### config.mk
export PLATFORM = sky130hd
export DESIGN_NAME = cascaded_interrupt_controller_core
export DESIGN_NICKNAME = d
export VERILOG_FILES = /design/src/cic_pkg.sv /design/src/cic_in_stage.sv /design/src/cic_core.sv /design/src/cic_out_stage.sv /design/src/cascaded_interrupt_controller_core.sv
export SDC_FILE = /design/constraint.sdc
export NUM_CORES = 1
export LEC_CHECK = 0
export BUFFER_PORTS_ARGS = -buffer_cell sky130_fd_sc_hd__buf_2
export CAP_MARGIN = 20
export CORE_AREA = 2 2 162 164
export CTS_BUF_LIST = sky130_fd_sc_hd__clkbuf_2 sky130_fd_sc_hd__clkbuf_4 sky130_fd_sc_hd__clkbuf_8
export CTS_CLUSTER_SIZE = 24
export DETAILED_ROUTE_END_ITERATION = 10
export DIE_AREA = 0 0 164 166
export PLACE_DENSITY_LB_ADDON = 0.2
export SETUP_SLACK_MARGIN = 0.02
export SLEW_MARGIN = 15
export SYNTH_ARGS = -nofsm -noshare
export SYNTH_HDL_FRONTEND = slang
export SYNTH_SLANG_ARGS = --single-unit
### constraint.sdc
create_clock -name clk -period 18.4 [get_ports clk]
set_clock_uncertainty 0.05 [all_clocks]
set_input_delay 2.76 -clock clk [delete_from_list [all_inputs] [get_ports clk]]
set_output_delay 2.76 -clock clk [all_outputs]
set_load 0.05 [all_outputs]
### src/cic_pkg.sv
// ----------------------------------------------------------------------------
// cic_pkg
// Types, codes and helpers shared by the cascaded interrupt controller files.
// ----------------------------------------------------------------------------
package cic_pkg;

    localparam int CHIP_COUNT = 2;

    localparam logic [2:0] ACT_WRITE = 3'd0;
    localparam logic [2:0] ACT_READ  = 3'd1;
    localparam logic [2:0] ACT_RAISE = 3'd2;
    localparam logic [2:0] ACT_LOWER = 3'd3;
    localparam logic [2:0] ACT_CHECK = 3'd4;

    localparam logic [3:0] LINE_NONE = 4'h8;
    localparam logic [2:0] CASCADE_LINE = 3'd2;

    localparam logic [7:0] MASK_RESET_MASTER   = 8'hff;
    localparam logic [7:0] MASK_RESET_SLAVE    = 8'hfe;
    localparam logic [7:0] VECTOR_RESET_MASTER = 8'h08;
    localparam logic [7:0] VECTOR_RESET_SLAVE  = 8'h70;
    localparam logic [7:0] OCW3_RESET          = 8'h02;
    localparam logic [7:0] POLL_FLAG           = 8'h80;
    localparam logic [7:0] VECTOR_BASE_MASK    = 8'hf8;

    typedef enum logic [3:0] {
        PH_READY = 4'b0001,
        PH_ICW2  = 4'b0010,
        PH_ICW3  = 4'b0100,
        PH_ICW4  = 4'b1000
    } phase_t;

    typedef struct packed {
        logic [2:0] action;
        logic [1:0] port_index;
        logic [7:0] write_data;
        logic [3:0] irq_line;
        logic       cpu_if;
        logic       block_all;
        logic       keep_request;
    } item_t;

    typedef struct packed {
        logic [7:0] read_data;
        logic       taken;
        logic [7:0] vector;
        logic [3:0] taken_line;
        logic       irq_deferred;
    } result_t;

    // Highest-priority set bit when priority starts at start, else LINE_NONE.
    function automatic logic [3:0] first_line(logic [7:0] r, logic [2:0] start);
        logic [3:0] res;
        logic [2:0] idx;
        res = LINE_NONE;
        for (int k = 7; k >= 0; k--)
        begin
            idx = start + 3'(k);
            if (r[idx])
            begin
                res = {1'b0, idx};
            end
        end
        return res;
    endfunction

endpackage

### src/cic_in_stage.sv
// ----------------------------------------------------------------------------
// cic_in_stage
// Input register: holds one accepted beat until the core consumes it.
// ----------------------------------------------------------------------------
module cic_in_stage (
    input  logic          clk,
    input  logic          rst_n,
    input  logic          item_valid,
    output logic          item_stall,
    input  cic_pkg::item_t item_in,
    input  logic          can_load,
    output logic          fire,
    output cic_pkg::item_t item_out
);

    logic           valid_reg;
    cic_pkg::item_t item_reg;

    assign fire       = valid_reg && can_load;
    assign item_stall = valid_reg && !can_load;
    assign item_out   = item_reg;

    always_ff @(posedge clk or negedge rst_n)
    begin
        if (!rst_n)
        begin
            valid_reg <= 1'b0;
        end
        else if (!item_stall)
        begin
            valid_reg <= item_valid;
        end
    end

    always_ff @(posedge clk)
    begin
        if (item_valid && !item_stall)
        begin
            item_reg <= item_in;
        end
    end

endmodule

### src/cic_core.sv
// ----------------------------------------------------------------------------
// cic_core
// Master and slave controller state with single-pass decode of one action.
// ----------------------------------------------------------------------------
module cic_core (
    input  logic             clk,
    input  logic             rst_n,
    input  logic             fire,
    input  cic_pkg::item_t   item,
    output cic_pkg::result_t result
);

    localparam int NC = cic_pkg::CHIP_COUNT;

    cic_pkg::phase_t phase_reg [NC];
    cic_pkg::phase_t phase_next [NC];
    logic [7:0] mask_reg [NC];
    logic [7:0] mask_next [NC];
    logic [7:0] vbase_reg [NC];
    logic [7:0] vbase_next [NC];
    logic [7:0] irr_reg [NC];
    logic [7:0] irr_next [NC];
    logic [7:0] isr_reg [NC];
    logic [7:0] isr_next [NC];
    logic [2:0] lps_reg [NC];
    logic [2:0] lps_next [NC];
    logic [7:0] ocw3_reg [NC];
    logic [7:0] ocw3_next [NC];
    logic [7:0] icw1_reg [NC];
    logic [7:0] icw1_next [NC];
    logic [7:0] icw3_reg [NC];
    logic [7:0] icw3_next [NC];
    logic [7:0] icw4_reg [NC];
    logic [7:0] icw4_next [NC];

    logic [3:0] req_hi [NC];
    logic [3:0] svc_hi [NC];
    logic       line_ok [NC];

    logic       sel;
    logic       any_req;
    logic [2:0] line;
    logic [7:0] bit_sel;
    logic       cascade_ok;
    logic       chip;
    logic [7:0] d;
    logic [2:0] n;
    logic [7:0] ibit;

    assign chip = item.port_index[1];
    assign d    = item.write_data;
    assign n    = item.write_data[2:0];
    assign ibit = 8'(1) << item.irq_line[2:0];

    always_comb
    begin
        logic [2:0] dl;
        logic [2:0] dh;
        for (int c = 0; c < NC; c++)
        begin
            req_hi[c] = cic_pkg::first_line(irr_reg[c], lps_reg[c]);
            svc_hi[c] = cic_pkg::first_line(isr_reg[c], lps_reg[c]);
            dl = req_hi[c][2:0] - lps_reg[c];
            dh = svc_hi[c][2:0] - lps_reg[c];
            line_ok[c] = !req_hi[c][3] && !mask_reg[c][req_hi[c][2:0]] && !ocw3_reg[c][2]
                         && (ocw3_reg[c][5] || svc_hi[c][3] || (dl < dh));
        end
    end

    assign any_req    = !req_hi[0][3] || !req_hi[1][3];
    assign sel        = req_hi[0][3];
    assign line       = sel ? req_hi[1][2:0] : req_hi[0][2:0];
    assign bit_sel    = 8'(1) << line;
    assign cascade_ok = !sel || !(mask_reg[0][cic_pkg::CASCADE_LINE]
                                  || isr_reg[0][cic_pkg::CASCADE_LINE]);

    always_comb
    begin
        result = '0;
        for (int c = 0; c < NC; c++)
        begin
            phase_next[c] = phase_reg[c];
            mask_next[c]  = mask_reg[c];
            vbase_next[c] = vbase_reg[c];
            irr_next[c]   = irr_reg[c];
            isr_next[c]   = isr_reg[c];
            lps_next[c]   = lps_reg[c];
            ocw3_next[c]  = ocw3_reg[c];
            icw1_next[c]  = icw1_reg[c];
            icw3_next[c]  = icw3_reg[c];
            icw4_next[c]  = icw4_reg[c];
        end
        unique case (item.action)
            cic_pkg::ACT_WRITE:
            begin
                for (int c = 0; c < NC; c++)
                begin
                    if (chip == 1'(c))
                    begin
                        if (!item.port_index[0])
                        begin
                            priority if (d[4])
                            begin
                                icw1_next[c]  = d;
                                phase_next[c] = cic_pkg::PH_ICW2;
                                ocw3_next[c]  = cic_pkg::OCW3_RESET;
                                lps_next[c]   = 3'd0;
                            end
                            else if (d[3])
                            begin
                                if (d[1])
                                begin
                                    ocw3_next[c][1:0] = d[1:0];
                                end
                                ocw3_next[c][2] = d[2];
                                if (d[6])
                                begin
                                    ocw3_next[c][6:5] = d[6:5];
                                end
                            end
                            else if (d[5] && !d[6])
                            begin
                                if (!svc_hi[c][3])
                                begin
                                    isr_next[c][svc_hi[c][2:0]] = 1'b0;
                                    if (d[7])
                                    begin
                                        lps_next[c] = svc_hi[c][2:0] + 3'd1;
                                    end
                                end
                            end
                            else
                            begin
                                if (d[5])
                                begin
                                    isr_next[c][n] = 1'b0;
                                end
                                if (d[7] && d[6])
                                begin
                                    lps_next[c] = n + 3'd1;
                                end
                            end
                        end
                        else
                        begin
                            unique case (phase_reg[c])
                                cic_pkg::PH_ICW2:
                                begin
                                    vbase_next[c] = d;
                                    if (icw1_reg[c][1])
                                    begin
                                        phase_next[c] = icw1_reg[c][0] ? cic_pkg::PH_ICW4
                                                                       : cic_pkg::PH_READY;
                                    end
                                    else
                                    begin
                                        phase_next[c] = cic_pkg::PH_ICW3;
                                    end
                                end
                                cic_pkg::PH_ICW3:
                                begin
                                    icw3_next[c]  = d;
                                    phase_next[c] = icw1_reg[c][0] ? cic_pkg::PH_ICW4
                                                                   : cic_pkg::PH_READY;
                                end
                                cic_pkg::PH_ICW4:
                                begin
                                    icw4_next[c]  = d;
                                    phase_next[c] = cic_pkg::PH_READY;
                                end
                                default:
                                begin
                                    mask_next[c] = d;
                                end
                            endcase
                        end
                    end
                end
            end
            cic_pkg::ACT_READ:
            begin
                for (int c = 0; c < NC; c++)
                begin
                    if (chip == 1'(c))
                    begin
                        if (item.port_index[0])
                        begin
                            result.read_data = mask_reg[c];
                        end
                        else if (ocw3_reg[c][2])
                        begin
                            ocw3_next[c][2] = 1'b0;
                            if (!req_hi[c][3])
                            begin
                                irr_next[c][req_hi[c][2:0]] = 1'b0;
                                isr_next[c][req_hi[c][2:0]] = 1'b1;
                                result.read_data = cic_pkg::POLL_FLAG | {5'd0, req_hi[c][2:0]};
                            end
                        end
                        else
                        begin
                            result.read_data = ocw3_reg[c][0] ? isr_reg[c] : irr_reg[c];
                        end
                    end
                end
            end
            cic_pkg::ACT_RAISE:
            begin
                for (int c = 0; c < NC; c++)
                begin
                    if (item.irq_line[3] == 1'(c))
                    begin
                        irr_next[c] = irr_reg[c] | ibit;
                    end
                end
            end
            cic_pkg::ACT_LOWER:
            begin
                for (int c = 0; c < NC; c++)
                begin
                    if (item.irq_line[3] == 1'(c))
                    begin
                        irr_next[c] = irr_reg[c] & ~ibit;
                    end
                end
            end
            cic_pkg::ACT_CHECK:
            begin
                if (any_req && !item.block_all && (sel ? line_ok[1] : line_ok[0]))
                begin
                    if (cascade_ok && item.cpu_if)
                    begin
                        for (int c = 0; c < NC; c++)
                        begin
                            if (sel == 1'(c))
                            begin
                                if (c != 0 || !icw4_reg[c][1])
                                begin
                                    isr_next[c] = isr_reg[c] | bit_sel;
                                end
                                if (!item.keep_request)
                                begin
                                    irr_next[c] = irr_reg[c] & ~bit_sel;
                                end
                                result.vector = (vbase_reg[c] & cic_pkg::VECTOR_BASE_MASK)
                                                | {5'd0, line};
                            end
                        end
                        if (sel)
                        begin
                            isr_next[0][cic_pkg::CASCADE_LINE] = 1'b1;
                        end
                        result.taken      = 1'b1;
                        result.taken_line = {sel, line};
                    end
                    else
                    begin
                        result.irq_deferred = 1'b1;
                    end
                end
            end
            default:
            begin
            end
        endcase
    end

    always_ff @(posedge clk or negedge rst_n)
    begin
        if (!rst_n)
        begin
            for (int c = 0; c < NC; c++)
            begin
                phase_reg[c] <= cic_pkg::PH_READY;
                irr_reg[c]   <= 8'h00;
                isr_reg[c]   <= 8'h00;
                lps_reg[c]   <= 3'd0;
                ocw3_reg[c]  <= cic_pkg::OCW3_RESET;
                icw1_reg[c]  <= 8'h00;
                icw3_reg[c]  <= 8'h00;
                icw4_reg[c]  <= 8'h00;
            end
            mask_reg[0]  <= cic_pkg::MASK_RESET_MASTER;
            mask_reg[1]  <= cic_pkg::MASK_RESET_SLAVE;
            vbase_reg[0] <= cic_pkg::VECTOR_RESET_MASTER;
            vbase_reg[1] <= cic_pkg::VECTOR_RESET_SLAVE;
        end
        else if (fire)
        begin
            for (int c = 0; c < NC; c++)
            begin
                phase_reg[c] <= phase_next[c];
                mask_reg[c]  <= mask_next[c];
                vbase_reg[c] <= vbase_next[c];
                irr_reg[c]   <= irr_next[c];
                isr_reg[c]   <= isr_next[c];
                lps_reg[c]   <= lps_next[c];
                ocw3_reg[c]  <= ocw3_next[c];
                icw1_reg[c]  <= icw1_next[c];
                icw3_reg[c]  <= icw3_next[c];
                icw4_reg[c]  <= icw4_next[c];
            end
        end
    end

endmodule

### src/cic_out_stage.sv
// ----------------------------------------------------------------------------
// cic_out_stage
// Result register: holds one result beat until the consumer takes it.
// ----------------------------------------------------------------------------
module cic_out_stage (
    input  logic             clk,
    input  logic             rst_n,
    input  logic             fire,
    input  cic_pkg::result_t result_in,
    output logic             can_load,
    output logic             result_valid,
    input  logic             result_stall,
    output cic_pkg::result_t result_out
);

    logic             valid_reg;
    cic_pkg::result_t result_reg;

    assign can_load     = !valid_reg || !result_stall;
    assign result_valid = valid_reg;
    assign result_out   = result_reg;

    always_ff @(posedge clk or negedge rst_n)
    begin
        if (!rst_n)
        begin
            valid_reg <= 1'b0;
        end
        else if (can_load)
        begin
            valid_reg <= fire;
        end
    end

    always_ff @(posedge clk)
    begin
        if (fire)
        begin
            result_reg <= result_in;
        end
    end

endmodule

### src/cascaded_interrupt_controller_core.sv
// ----------------------------------------------------------------------------
// cascaded_interrupt_controller_core
// Master/slave pair of 8259-style interrupt controllers, one action per beat.
// ----------------------------------------------------------------------------
// Each beat carries one action (port write, port read, raise or lower an IRQ
// line, or a check) and yields exactly one result beat. The block accepts one
// beat every cycle unless item_stall is high; a result is presented after its
// beat passes the input register and then the result register. The single
// pass between the two registers is the rotating priority search over IRR and
// ISR of both chips followed by the state update. A stalled result holds in
// the result register; an empty input register takes one more beat, and the
// input then stalls until the result is taken.
module cascaded_interrupt_controller_core (
    input  logic       clk,
    input  logic       rst_n,
    input  logic       item_valid,
    output logic       item_stall,
    input  logic [2:0] action,
    input  logic [1:0] port_index,
    input  logic [7:0] write_data,
    input  logic [3:0] irq_line,
    input  logic       cpu_if,
    input  logic       block_all,
    input  logic       keep_request,
    output logic       result_valid,
    input  logic       result_stall,
    output logic [7:0] read_data,
    output logic       taken,
    output logic [7:0] vector,
    output logic [3:0] taken_line,
    output logic       irq_deferred
);

    cic_pkg::item_t   item_in;
    cic_pkg::item_t   item_cur;
    cic_pkg::result_t result_cur;
    cic_pkg::result_t result_out;
    logic             can_load;
    logic             fire;

    assign item_in.action       = action;
    assign item_in.port_index   = port_index;
    assign item_in.write_data   = write_data;
    assign item_in.irq_line     = irq_line;
    assign item_in.cpu_if       = cpu_if;
    assign item_in.block_all    = block_all;
    assign item_in.keep_request = keep_request;

    cic_in_stage u_in (
        .clk        (clk),
        .rst_n      (rst_n),
        .item_valid (item_valid),
        .item_stall (item_stall),
        .item_in    (item_in),
        .can_load   (can_load),
        .fire       (fire),
        .item_out   (item_cur)
    );

    cic_core u_core (
        .clk    (clk),
        .rst_n  (rst_n),
        .fire   (fire),
        .item   (item_cur),
        .result (result_cur)
    );

    cic_out_stage u_out (
        .clk          (clk),
        .rst_n        (rst_n),
        .fire         (fire),
        .result_in    (result_cur),
        .can_load     (can_load),
        .result_valid (result_valid),
        .result_stall (result_stall),
        .result_out   (result_out)
    );

    assign read_data    = result_out.read_data;
    assign taken        = result_out.taken;
    assign vector       = result_out.vector;
    assign taken_line   = result_out.taken_line;
    assign irq_deferred = result_out.irq_deferred;

endmodule

# Word level (Yosys, flattened, before mapping)
# Index checks and enable logic that the tools add are counted.
word_totals:
  ff_bits: 136
  input_bits: 24
op_classes:
  shifts: 2
  reduce_logical: 75
  mux: 208
  order_cmp: 28
  eq_ne: 43
  bitwise: 29
  n_addsub: 21
ops:
  columns: ["op", "n"]
  rows:
  - ["$mux W8", 52]
  - ["$mux W4", 39]
  - ["$bmux W1 S3", 34]
  - ["$lt A3 B4 Y1 const B", 21]
  - ["$and A8 B8 Y8", 10]
  - ["$mux W16", 4]
  - ["$pmux W16 S4", 1]
  - ["$not A8 Y8", 7]
  - ["$mux W3", 18]
  - ["$mux W1", 48]
  - ["$or A8 B8 Y8", 6]
  - ["$pmux W16 S3", 1]
  - ["$reduce_and A5 Y1", 9]
  - ["$ne A2 B2 Y1 const B", 17]
  - ["$reduce_and A15 Y1", 2]
  - ["$add A3 B3 Y3 const B", 8]
  - ["$pmux W4 S3", 2]
  - ["$reduce_and A12 Y1", 2]
  - ["$reduce_and A6 Y1", 4]
  - ["$ne A3 B3 Y1 const B", 7]
  - ["$logic_and A1 B1 Y1", 19]
  - ["$or A8 B3 Y8", 2]
  - ["$reduce_and A16 Y1", 1]
  - ["$reduce_and A8 Y1", 2]
  - ["other kinds (30)", 90]

# Logic depth before layout (Yosys ltp)
logic_depth:
  depth_word: 24
  depth_mapped: 27
  ltp_nobuf: 22

# Hierarchy
# Synthesis repeated with hierarchy kept, for this count alone.
hier_totals:
  hier_cells: 1177
  hier_area_um2: 10908.0
modules_own_cells:
  columns: ["mod", "area_per_inst_um2", "cells_per_inst", "n_inst"]
  rows:
  - ["cic_core", 9546.7, 1126, 1]
  - ["cic_out_stage", 696.9, 25, 1]
  - ["cic_in_stage", 664.4, 26, 1]

# Worst setup path after synthesis
# OpenSTA, ideal clock, no wires.
synth_path:
  kind: "flip-flop to flip-flop"
  start: "reg u_core.lps_reg[4] (netlist bit)"
  end: "reg u_core.irr_reg[8] (netlist bit)"
  setup_slack_ns: 11.890
  arrival_time_ns: 6.334
  path_stages_with_launch: 27
  period_less_slack_ns: 6.510
  path_cell_list: "dfrtp_1 buf_2 buf_2 inv_1 ha_1 buf_6 buf_2 mux4_2 mux2i_1 a21boi_0 o2111ai_1 o311a_1 clkbuf_1 inv_1 ha_1 fa_1 ha_1 a21o_1 a21oi_1 nor3_1 or3_1 a41o_1 nor3_2 a21oi_2 or4b_4 buf_6 a221o_1"
synth_between:
  elab_chain_len: 22
  elab_cells_between_ends: 98
synth_rtl:
  columns: ["item", "line_no", "source"]
  rows:
  - ["start: declaration", "cic_core.sv:25", "logic [2:0] lps_reg [NC];"]
  - ["start signal: indexed assignment", "cic_core.sv:297", "lps_reg[c] <= lps_next[c];"]
  - ["$add A3 B3 Y3", "cic_pkg.sv:58", "idx = start + 3'(k);"]
  - ["$bmux W1 S3", "cic_pkg.sv:59", "if (r[idx])"]
  - ["$mux W1 (implied by the code)", "cic_pkg.sv:59", null]
  - ["$mux W4 (8 in series)", "cic_pkg.sv:59", null]
  - ["$lt A3 B4 Y1 (implied by the code) or $ge A3 B1 Y1 (tied branches)", "cic_core.sv:195", "irr_next[c][req_hi[c][2:0]] = 1'b0;"]
  - ["$logic_and A1 B1 Y1 (implied by the code)", "cic_core.sv:195", null]
  - ["$mux W1 (implied by the code)", "cic_core.sv:195", null]
  - ["$demux W1 S3", null, null]
  - ["$not A8 Y8 (no source line)", null, null]
  - ["$and A8 B8 Y8 (no source line)", null, null]
  - ["$mux W8", "cic_core.sv:193", "if (!req_hi[c][3])"]
  - ["$mux W8", "cic_core.sv:190", "else if (ocw3_reg[c][2])"]
  - ["$mux W8", "cic_core.sv:186", "if (item.port_index[0])"]
  - ["$mux W8", "cic_core.sv:184", "if (chip == 1'(c))"]
  - ["$pmux W16 S4", "cic_core.sv:93", "unique case (item.action)"]
  - ["end signal: indexed assignment", "cic_core.sv:295", "irr_reg[c] <= irr_next[c];"]
  - ["end: declaration", "cic_core.sv:21", "logic [7:0] irr_reg [NC];"]
# Several ways; a longest one is shown, not always the timed one. The select of a mux whose other input is x is not followed.
# A chain may end at the register's enable or synchronous reset.

# Worst setup path in the final report
layout_path:
  start: "reg u_core.lps_reg[0] (netlist bit)"
  end: "reg u_out.result_reg (netlist bit u_out.result_out[8]) (data pin)"
layout_between:
  elab_chain_len: 20
  elab_cells_between_ends: 72
layout_rtl:
  columns: ["item", "line_no", "source"]
  rows:
  - ["branches (longest 18 deep; another with $add A3 B3 Y3)", null, null]
  - ["$logic_and A1 B1 Y1 (*)", "cic_core.sv:229", "if (any_req && !item.block_all && (sel ? line_ok[1] : line_ok[0]))"]
  - ["$reduce_and A3 Y1 (no source line) (*)", null, null]
  - ["end signal: assignment", "cic_out_stage.sv:39", "result_reg <= result_in;"]
  - ["end: declaration", "cic_out_stage.sv:17", "cic_pkg::result_t result_reg;"]
# Every way passes the cells marked *. The select of a mux whose other input is x is not followed.

==> run summary <==
### Outcome
• completed — status

### Cells and area
• 0 — Antenna Diode Count
• 6.64% — area overhead of the layout relative to synthesis
• 1271 — layout net count
• 20.0% — layout cell share with drive strength beyond 1
• 20 — max FFs per register
• 0.00735 sq mm — area of the multi-input gates
• 0.00332 sq mm — Sequential cell area
• 2437 — filler cell count

### STA
• 0 ns — Total Neg Setup Slack
• 0 — total count of max-transition violations in the final report
• no — setup repair after global routing missed its margin
• 39.4% — final worst path period share
• 7.24 ns — min cycle time layout
• 1.12 ns — transition time of the tightest slew-check pin
• 0 — number of hold-slack violations in the final timing report
• 23.6% — normalized max-slew margin
• 11.16 ns — final worst slack
• 0 — final setup violating endpoints
• 0.452 ns — worst hold slack after final layout
• 0.138 GHz — achievable clock frequency

### Synth
• 1247 — Mapped Cells
• 39 — EDFF count, synth
• dfrtp_1 — most instantiated flip-flop cell in the synthesis netlist
• 14.2% — fraction of synthesized cell area taken by the top area cell type
• 9.06 sq um — average footprint of a synthesized cell
• 29.4% — sequential-to-total area share from yosys stat
• 0.0113 sq mm — Mapped Area
• dfrtp_1 (14%), edfxtp_1 (10%), mux4_2 (9.2%) — top area cells in the synthesized netlist
• 124 — number of flip-flops and latches in the synthesized netlist
• dfrtp_1 — post-synth top area cell
• 68.5% — post-synthesis async set-or-reset flop share
• 1290 — net count of the mapped netlist
• 90 — library cells used by synthesis
• 0 — Synth warnings

### Clock tree
• 0 — post-CTS sizing
• 0 — Hold Buf Count CTS
• 0 — setup repair bufs after CTS
• 2 — Max Buffers Root-to-Sink
• 0.09 ns — clock slew seen by the registers of the worst setup and hold paths
• 0.46 ns — latest clock arrival within the worst-skew pair
• 4 — # H-tree levels
• 124 — clock tree sinks
• clkbuf_8 — clock root buffer
• done — CTS tree
• 17 — CTS Buf Count

### Setup path
• flop — element type at the critical path end
• 0.98 ns — delay of the slowest cell on the worst path
• 31 — largest fanout on the critical path
• flop to flop — class of the most critical setup path
• ha_1 — Worst path slowest cell
• buf_4, inv_1, ha_1, mux2_2, mux4_2, o311a_1, nor2_1, ha_1, fa_1, inv_1, ha_1, a21o_1, a21oi_1, nor3_1, nor4_1, o31ai_1, nor3_1, a21oi_1, or4_1, a21oi_1 — cells along the critical path
• 7.50 ns — crit path DAT
• 18.66 ns — Worst Path Required
• flop — type of origin of the critical path

### Placed design
• 26100 um — HPWL reported at the end of detailed placement
• 47 — Buffers on Ports
• 11.10 ns — Post-Place Setup Slack
• 0.943 — placer congestion estimate

### Die
• 164 um — width of the die
• 59 — number of standard-cell rows in the floorplan
• 48 — I/O pin cnt
• 44.1% — initial standard-cell utilization of the core
• 0.0272 sq mm — die area
• 166 um — DIE HEIGHT
• 0.0256 sq mm — area of the core

### GRT
• 48 — maximum number of pins on one net before global-route repair
• 0 — initial antenna violation count
• 9765 — number of global-route vias before repair
• 26.7% — GRT Resource Usage Total
• 0 — Congestion Overflow GR
• 56700 um — first-pass GRT wire length

### Hold path
• flop to flop — path type of the worst min-delay path

### Route
• 6.60 — number of vias per cell after detailed routing
• 0 — Antenna Nets Post-Route
• 6 — First-pass DRT Iterations
• 1168 — initial DRC count
• 0 — remaining design rule violation count
• 36000 um — Post-Route WL
• 22.9 um — detail-routed net length per standard cell
• 10400 — total via count in the routed design

### Job
• 0 — number of maximum-capacitance violations

### Power and ir drop
• 123 mW/mm^2 — Pwr Density
• 0.0564 mV — maximum VDD drop
• 4.62 nW — LEAKAGE

critical path: cells and delay by family (launching register included):
family	cells	cell delay (ns)
fa+ha+maj	4	1.89
mux	2	0.96
compound gates	6	1.28
flops	1	0.33
buf+inv	3	0.80
simple gates	5	1.80
cell families after synthesis:
| group | after synthesis | synth area share [%] |
|---|---|---|
| flip-flops | 124 | 29.4 |
| AND/OR/NAND/NOR | 407 | 17.4 |
| buffers and inverters | 143 | 5.60 |
| AO/OA/AOI/OAI | 365 | 21.5 |
| multiplexers | 169 | 22.0 |
| adder cells (fa/ha/maj) | 19 | 2.37 |
| XOR/XNOR | 20 | 1.68 |
cell type report:
| class | instances | area share (%) |
|---|---|---|
| clock inverters | 14 | 1.52 |
| inverters | 41 | 1.28 |
| multi-input cells | 980 | 61.0 |
| flip-flops and latches | 124 | 27.6 |
| well taps | 335 | 3.48 |
| clock buffers | 18 | 2.00 |
| repair buffers | 64 | 3.20 |
power breakdown:
group / total (mW) / internal [mW] / switching (mW)
clock: 0.262 / 0.139 / 0.123
combinational: 0.837 / 0.330 / 0.507
sequential: 0.378 / 0.324 / 0.0542
total: 1.48 / 0.793 / 0.684
synth_stat cells (all sizes together) (39+ instances only):
cell,instances
nand2,138
nor2,95
a21oi,92
o21ai,84
dfrtp,64
clkbuf,63
mux2,62
mux4,54
mux2i,53
buf,39
edfxtp,39
inv,39
worst paths after layout:
check | from | to | slack, ns | cells past startpoint
max | u_core.lps_reg[0] | u_out.result_out[8] | 11.16 | 20
min | u_in.valid_reg | u_out.result_valid | 0.45 | 1
max reg2reg | u_core.lps_reg[0] | u_out.result_out[8] | 11.16 | 20
min reg2reg | u_in.valid_reg | u_out.result_valid | 0.45 | 1
max in group asynchronous | rst_n | u_core.lps_reg[1] | 15.08 | 2
min in group asynchronous | rst_n | u_core.vbase_reg[7] | 2.21 | 1
through the flow:
| step | cell area [sq um] | power (mW) | instances | util, % |
|---|---|---|---|---|
| 2_1_floorplan | 11300 | 1.00 | 1247 | - |
| 3_3_place_gp | 11600 | 1.20 | 1543 | 45.3 |
| 3_5_place_dp | 11600 | 1.20 | 1543 | 45.3 |
| 4_1_cts | 12000 | 1.46 | 1575 | 46.9 |
| 5_1_grt | 12100 | 1.58 | 1576 | 47.1 |
| 6_report | 12100 | 1.48 | 1576 | 47.1 |
placed cells by master, fill, tap and decap left out, types with 26 or more instances in the layout:
master    Yosys  layout
nand2_1     138     138
nor2_1       95      95
a21oi_1      89      89
o21ai_0      81      81
dfrtp_1      64      64
mux2_2       61      61
mux2i_1      52      52
mux4_2       46      46
buf_2        22      46
edfxtp_1     39      39
inv_1        37      37
nor3_1       26      26
metal layers:
layer / track usage [%] / vias to the layer above / part of all wire (%)
met3: 6.19 / 76 / 9.0
met4: 8.58 / 0 / 3.1
li1: - / 4725 / -
met1: 38.5 / 5090 / 43
met2: 39.8 / 518 / 44
met5: 0 / - / 0
Power figures use the tool's default switching activity.
